[config.mk]
export PLATFORM = sky130hd
export DESIGN_NAME = ffpa_cell
export DESIGN_NICKNAME = d
export VERILOG_FILES = /design/src/design/ffpa_pkg.sv /design/src/design/ffpa_cell.sv
export SDC_FILE = /design/constraint.sdc
export NUM_CORES = 1
export LEC_CHECK = 0
export ABC_AREA = 0
export BUFFER_PORTS_ARGS = -buffer_cell sky130_fd_sc_hd__buf_4
export CAP_MARGIN = 20
export CORE_AREA = 2 2 168 170
export DETAILED_ROUTE_END_ITERATION = 7
export DIE_AREA = 0 0 170 172
export PLACE_DENSITY = 0.86
export SETUP_SLACK_MARGIN = 0.05
export SYNTH_ARGS = -nofsm -noshare
export SYNTH_HDL_FRONTEND = slang
export SYNTH_SLANG_ARGS = --single-unit
[constraint.sdc]
create_clock -name clock -period 14.3 [get_ports clock]
set_clock_uncertainty 0.2 [all_clocks]
set_input_delay 2.86 -clock clock [delete_from_list [all_inputs] [get_ports clock]]
set_output_delay 2.86 -clock clock [all_outputs]
set_load 0.05 [all_outputs]
[src/design/ffpa_pkg.sv]
`timescale 1ns / 1ps
package ffpa_pkg;

   localparam int MaxRecordsDefault = 64;
   localparam int OffsetBitsDefault = 32;
   localparam int FieldBits         = 32;
   localparam logic [FieldBits-1:0] PoolBytesReset = '1;

   typedef enum logic {
      MODE_ALLOC = 1'b0,
      MODE_FREE  = 1'b1
   } mode_type;

   // control bits of the search token that walks the chain
   typedef struct packed {
      logic     active;
      mode_type mode;
      logic     done;
      logic     ok;
      logic     append;
      logic     bump_ok;
      logic     not_full;
      logic     bumped;
      logic     grew;
   } token_ctl_type;

endpackage

[src/design/ffpa_cell.sv]
`timescale 1ns / 1ps
module ffpa_cell
   import ffpa_pkg::*;
#(
   parameter int IDX = 0,
   parameter int OB  = OffsetBitsDefault,
   parameter int CW  = 7
) (
   input  logic          clock,
   input  logic          reset,
   input  token_ctl_type ctl_in,
   input  logic [OB-1:0] size_in,
   input  logic [OB-1:0] addr_in,
   input  logic [OB-1:0] aoff_in,
   input  logic [OB-1:0] acap_in,
   input  logic [OB-1:0] aused_in,
   input  logic [OB-1:0] ofs_in,
   input  logic [CW-1:0] cnt_in,
   output token_ctl_type ctl_out,
   output logic [OB-1:0] size_out,
   output logic [OB-1:0] addr_out,
   output logic [OB-1:0] aoff_out,
   output logic [OB-1:0] acap_out,
   output logic [OB-1:0] aused_out,
   output logic [OB-1:0] ofs_out,
   output logic [CW-1:0] cnt_out
);

   token_ctl_type ctl_ff, ctl_in_n;
   logic [OB-1:0] size_ff, addr_ff, aoff_ff, acap_ff, aused_ff, ofs_ff;
   logic [OB-1:0] aoff_in_n, acap_in_n, aused_in_n, ofs_in_n;
   logic [CW-1:0] cnt_ff;
   logic [OB-1:0] off_ff, cap_ff, used_ff, off_in, cap_in, used_in;
   logic          free_ff, free_in;
   logic          rec_valid;
   logic [OB-1:0] slack, tail;

   assign rec_valid = CW'(IDX) < cnt_in;
   assign slack     = (used_ff <= cap_ff) ? cap_ff - used_ff : '0;
   assign tail      = off_ff + used_ff;

   always_comb begin
      ctl_in_n   = ctl_in;
      aoff_in_n  = aoff_in;
      acap_in_n  = acap_in;
      aused_in_n = aused_in;
      ofs_in_n   = ofs_in;
      off_in     = off_ff;
      cap_in     = cap_ff;
      used_in    = used_ff;
      free_in    = free_ff;
      if (ctl_in.active) begin
         if (rec_valid) begin
            if (!ctl_in.done) begin
               if (ctl_in.mode == MODE_FREE) begin
                  if (off_ff == addr_in) begin
                     free_in      = 1'b1;
                     used_in      = '0;
                     ctl_in_n.done = 1'b1;
                     ctl_in_n.ok   = 1'b1;
                     ofs_in_n     = '0;
                  end
               end else if (free_ff && cap_ff >= size_in) begin
                  free_in       = 1'b0;
                  used_in       = size_in;
                  ctl_in_n.done = 1'b1;
                  ctl_in_n.ok   = 1'b1;
                  ofs_in_n      = off_ff;
               end else if (slack >= size_in && ctl_in.not_full) begin
                  // split the unused tail into a new record at the end
                  cap_in          = used_ff;
                  ctl_in_n.done   = 1'b1;
                  ctl_in_n.ok     = 1'b1;
                  ctl_in_n.append = 1'b1;
                  ofs_in_n        = tail;
                  aoff_in_n       = tail;
                  acap_in_n       = slack;
                  aused_in_n      = size_in;
               end
            end
         end else if (ctl_in.append || (!ctl_in.done && ctl_in.mode == MODE_ALLOC
                                        && ctl_in.bump_ok)) begin
            // first empty slot takes the appended record, or a bump allocation at the end
            off_in          = aoff_in;
            cap_in          = acap_in;
            used_in         = aused_in;
            free_in         = 1'b0;
            ctl_in_n.grew   = 1'b1;
            ctl_in_n.append = 1'b0;
            if (!ctl_in.append) begin
               ctl_in_n.done   = 1'b1;
               ctl_in_n.ok     = 1'b1;
               ctl_in_n.bumped = 1'b1;
               ofs_in_n        = aoff_in;
            end
         end
      end
   end

   always_ff @(posedge clock) begin
      if (reset) begin
         ctl_ff <= '0;
      end else begin
         ctl_ff <= ctl_in_n;
      end
      size_ff  <= size_in;
      addr_ff  <= addr_in;
      aoff_ff  <= aoff_in_n;
      acap_ff  <= acap_in_n;
      aused_ff <= aused_in_n;
      ofs_ff   <= ofs_in_n;
      cnt_ff   <= cnt_in;
      off_ff   <= off_in;
      cap_ff   <= cap_in;
      used_ff  <= used_in;
      free_ff  <= free_in;
   end

   assign ctl_out   = ctl_ff;
   assign size_out  = size_ff;
   assign addr_out  = addr_ff;
   assign aoff_out  = aoff_ff;
   assign acap_out  = acap_ff;
   assign aused_out = aused_ff;
   assign ofs_out   = ofs_ff;
   assign cnt_out   = cnt_ff;

endmodule

; After elaboration in Yosys (flattened, before gate mapping)
; Index checks and enable logic that the tools add are counted.
[word_totals]
reg_bits = 305
inputBits = 210
elab_cells = 106
[classes]
addsub = 2
n_lt_le_gt_ge = 4
eq_ne = 7
muxes = 61
bitwise = 2
reduce_logical = 10
[op_table]
columns = op, count
row1 = $mux W32, 40
row2 = $ge A32 B32 Y1, 2
row3 = $add A32 B32 Y32, 1
row4 = $eq A32 B32 Y1, 1
row5 = $le A32 B32 Y1, 1
row6 = $sub A32 B32 Y32, 1
row7 = $mux W3, 5
row8 = $mux W2, 7
row9 = $mux W1, 9
row10 = $lt A1 B7 Y1 const A, 1
row11 = $ne A2 B2 Y1 const B, 3
row12 = $ne A3 B2 Y1 const B, 2
row13 = $reduce_and A6 Y1, 1
row14 = $reduce_and A5 Y1, 1
row15 = $logic_and A1 B1 Y1, 4
row16 = $reduce_and A3 Y1, 1
row17 = $ne A2 B1 Y1 const B, 1
row18 = $not A1 Y1, 2
row19 = $reduce_bool A2 Y1, 1
row20 = $logic_not A1 Y1, 1
row21 = $logic_or A1 B1 Y1, 1

; Logic depth before layout (Yosys ltp)
[logic_depth]
depth_word = 10
ltp_mapped = 24

; Worst setup path after synthesis
; OpenSTA, ideal clock, no wires.
[synth_timing]
path_kind = input-to-reg
startpoint = input size_in[31]
endpoint = register free_ff (enable)
setup_time_ns = 0.434
arrival_time_ns = 6.816
required_time_ns = 13.666
setup_slack_ns = 6.850
stages = 10
path_buffers = 2
path_cell_list = inv_1 ha_1 nand3_1 or4_1 or4_4 o31ai_4 buf_2 buf_2 o21ai_0 a21oi_1
[synth_between]
elab_chain_len = 4
[synth_lines]
columns = element, line_no
row1 = start: declaration, ffpa_cell.sv:12  ; input logic [OB-1:0] size_in,
row2 = $ge A32 B32 Y1, ffpa_cell.sv:63  ; end else if (free_ff && cap_ff >= size_in) begin
row3 = $logic_and A1 B1 Y1, ffpa_cell.sv:63
row4 = $ne A3 B2 Y1 (no line), n/a
row5 = $reduce_and A5 Y1 (no line), n/a
row6 = end signal: assignment, ffpa_cell.sv:116  ; free_ff <= free_in;
row7 = end: declaration, ffpa_cell.sv:34  ; logic free_ff, free_in;
; No other way between the ends.
; A chain may end at the register's enable or synchronous reset.

; Worst setup path after layout
[layout_timing]
startpoint = register cap_ff[0]
endpoint = register aoff_ff[0] (netlist: aoff_out[0])
[layout_between]
elab_chain_len = 10
[layout_lines]
columns = element, line_no
row1 = start: declaration, ffpa_cell.sv:33  ; logic [OB-1:0] off_ff, cap_ff, used_ff, off_in, cap_in, used_in;
row2 = start signal: assignment, ffpa_cell.sv:114  ; cap_ff <= cap_in;
row3 = $sub A32 B32 Y32 or $le A32 B32 Y1 (tied branches), ffpa_cell.sv:39  ; assign slack = (used_ff <= cap_ff) ? cap_ff - used_ff : '0;
row4 = $mux W32, ffpa_cell.sv:39
row5 = $ge A32 B32 Y1, ffpa_cell.sv:69  ; end else if (slack >= size_in && ctl_in.not_full) begin
row6 = $logic_and A1 B1 Y1, ffpa_cell.sv:69
row7 = $mux W32, ffpa_cell.sv:69
row8 = $mux W32 *, ffpa_cell.sv:63
row9 = $mux W32 *, ffpa_cell.sv:55  ; if (ctl_in.mode == MODE_FREE) begin
row10 = $mux W32 *, ffpa_cell.sv:54  ; if (!ctl_in.done) begin
row11 = $mux W32 *, ffpa_cell.sv:53  ; if (rec_valid) begin
row12 = $mux W32 *, ffpa_cell.sv:52  ; if (ctl_in.active) begin
row13 = via aoff_in_n[0], ffpa_cell.sv:31  ; logic [OB-1:0] aoff_in_n, acap_in_n, aused_in_n, ofs_in_n;
row14 = end signal: assignment, ffpa_cell.sv:108  ; aoff_ff <= aoff_in_n;
row15 = end: declaration, ffpa_cell.sv:30  ; logic [OB-1:0] size_ff, addr_ff, aoff_ff, acap_ff, aused_ff, ofs_ff;
; The timed path passes the listed nets; every way through them passes the cells marked *.

==> run metrics <==
Pins Over Slew Limit 0; WP data required 14550 ps; HP Class flop to flop; via count 15.1k; fin crit share 52.9%; Detail Placement HPWL 42.3 mm; Min Hold Slack 445 ps; setup ws final 6740 ps; critical path class flop to flop; Final Net Count 2359; clk_lat worst skew 570 ps; Area Growth Syn to Fin 28.6%; setup repair bufs after CTS 0; I/O Pins 418; sequential element share of the synthesized area 44.9%; vias in the first global route 14.4k; DR pass1 iterations 6; Hold Crit Start off_ff[31]$_DFFE_PP_; Ys Warns 0; CTS root buffer clkbuf_16; crit path launch cap_ff[0]$_DFFE_PP_; status completed; Synth async-reset ratio 0%; largest area contributor in the netlist dfxtp_1; row count 61; max_slew headroom 32.1%; synth top area cells dfxtp_1 26%, edfxtp_1 18%, ha_1 10%; CP max FO 61; Setup TNS Final 0 ps; Clock Tree Buf Depth 3; Die X 170 um; GPL Wtd Cong 0.951; Initial Util 57.3%; crit start category flop; synthesized flop and latch total 305; Critical Path End Type flop; fmax 0.132 GHz; gate count of the mapped netlist 1633; clk slew on worst S/H paths 70 ps; layout cell share with drive strength beyond 1 26.2%; pin count of the biggest net entering global routing 77; antenna violation net count after detailed routing 0; Post-route DRC 0; first-pass GRT wire length 82.6 mm; die height 172 um; worst reg2reg setup slack 6740 ps; htree depth 1; Final Hold Viols 0; Synth Flop Type dfxtp_1; Yosys top cell area share 26.4%; synthesized area 0.0158 mm^2; Routed WL 56.4 mm; core area 0.0275 mm^2; DIE AREA 0.0292 mm^2; GRT Total Usage 36.9%; fin crit period 7560 ps; clock sinks 305; Hold Buf Count CTS 0; CTS tree done; n_diodes 0; CP arrival 7820 ps; final setup fails 0; worst slack, placed 6660 ps; Post-CTS Resized 0; Max rail drop VDD 124 uV; number of flops mapped to enable cells by yosys 97; Overflow after GRT 0; max-cap violations 0; measured slew at the worst slew-check pin 1010 ps; initial antenna violation count 0; Cell Pwr Density 109 mW/mm^2; drt wl/cell 23.6 um; P_leak 8.97 nW; I/O Buffers 417; total CTS buffers 31; RSZ-0062 raised after global routing false; FF-to-FF Start cap_ff[0]$_DFFE_PP_; Mapped Avg Cell Area 9.65 um^2; Initial DRC Count 1805; post-synth net total 1972; post-synth cell types 71; vias per inst 6.33
[worst max-delay path, stage by stage (launching register included)]
cell and delay [ps]:
edfxtp_1 360, inv_1 80, ha_1 160, inv_1 60
fa_1 400, nand3_1 110, a21oi_1 120, nor4_1 750
o2111a_1 310, nor3_1 70, a311oi_4 790, buf_4 420
nor2_1 120, ha_1 310, a21o_1 170, a221o_1 300
a31oi_1 160, a2bb2oi_1 380, a31o_2 570, nand2_1 430
nand2_2 150, buf_4 600, mux2_2 400
[per-layer routing]
layer / GRT usage [%] / vias to the layer above / share of wire (%)
met4: 16.8 / 0 / 4.8
met1: 47.0 / 7173 / 38
met2: 61.9 / 1029 / 47
met3: 6.27 / 166 / 11
met5: 0 / - / 0
li1: - / 6759 / -
[layout make-up]
class                           instances  area [um^2]
Multi-Input combinational cell       1166         8080
Fill cell                            1943         7210
Sequential cell                       305         7080
Timing Repair Buffer                  431         3240
Clock buffer                           45          953
Tap cell                              346          433
Inverter                               85          319
Clock inverter                         12          163
[state kept, by name (all words and copies together) (netlist names), 9 cells and up]
| name | cells |
|---|---|
| ctl_out | 9 |
| used_ff | 32 |
| aoff_out | 32 |
| acap_out | 32 |
| size_out | 32 |
| ofs_out | 32 |
| aused_out | 32 |
| addr_out | 32 |
| cap_ff | 32 |
| off_ff | 32 |
[path summary, 6_finish.rpt]
path                         endpoint  cells after the start
hold reg to reg   ofs_out[31]$_DFF_P_                      2
setup / recovery  aoff_out[0]$_DFF_P_                     22
setup reg to reg  aoff_out[0]$_DFF_P_                     22
hold / removal    ofs_out[31]$_DFF_P_                      2
[cells in the final DEF (no fill, tap or decap), types with 11 or more instances in the layout]
cell / count
a21boi_0: 13
mux2_1: 11
nor3_1: 21
nand3_1: 24
nand4_1: 18
xor2_1: 58
o21ai_0: 198
nor4_1: 11
edfxtp_1: 97
dfxtp_1: 208
nor2_1: 81
clkbuf_16: 35
a22o_1: 11
buf_4: 431
a21o_1: 42
mux2_2: 29
a22oi_1: 22
o21bai_1: 12
nor2b_1: 13
a21oi_1: 88
a31oi_1: 17
nand2_1: 129
inv_1: 85
a211oi_1: 22
o31ai_1: 44
ha_1: 127
xnor2_1: 22
o211ai_1: 14
[cell families (layout without fill, tap and decap cells)]
logic type               after synthesis  in the layout  share of synthesized area [%]
AO/OA/AOI/OAI                        553            553                           22.2
AND/OR/NAND/NOR                      361            361                           10.9
flip-flops                           305            305                           44.9
buffers and inverters                162            573                           4.18
adder cells (fa/ha/maj)              129            129                           10.3
XOR/XNOR                              80             80                           4.45
multiplexers                          43             43                           3.05
[where the power goes]
group | internal, mW | leakage (nW) | total (mW) | switching [mW]
Sequential | 0.930 | 2.64 | 0.946 | 0.0162
Clock | 0.533 | 0.551 | 0.881 | 0.348
Combinational | 0.134 | 5.78 | 0.384 | 0.250
Total | 1.60 | 8.97 | 2.21 | 0.614
[synth_stat cells, types with 42 or more instances]
library cell / n
edfxtp_1: 97
a21o_1: 42
o31ai_1: 44
nor2_1: 85
inv_1: 85
ha_1: 127
nand2_1: 130
o21ai_0: 198
xor2_1: 58
clkbuf_1: 58
a21oi_1: 89
dfxtp_1: 208
[through the flow]
step	cells	area [um^2]	util, %	total power [mW]
floorplan	1633	15800	-	1.19
global placement	2333	19100	69.7	1.34
detailed placement	2333	19100	69.7	1.34
finish	2390	20300	73.8	2.21
CTS	2390	20300	73.8	2.21
global route	2390	20300	73.8	2.26
Note: power is estimated with default switching activity, not from simulation.
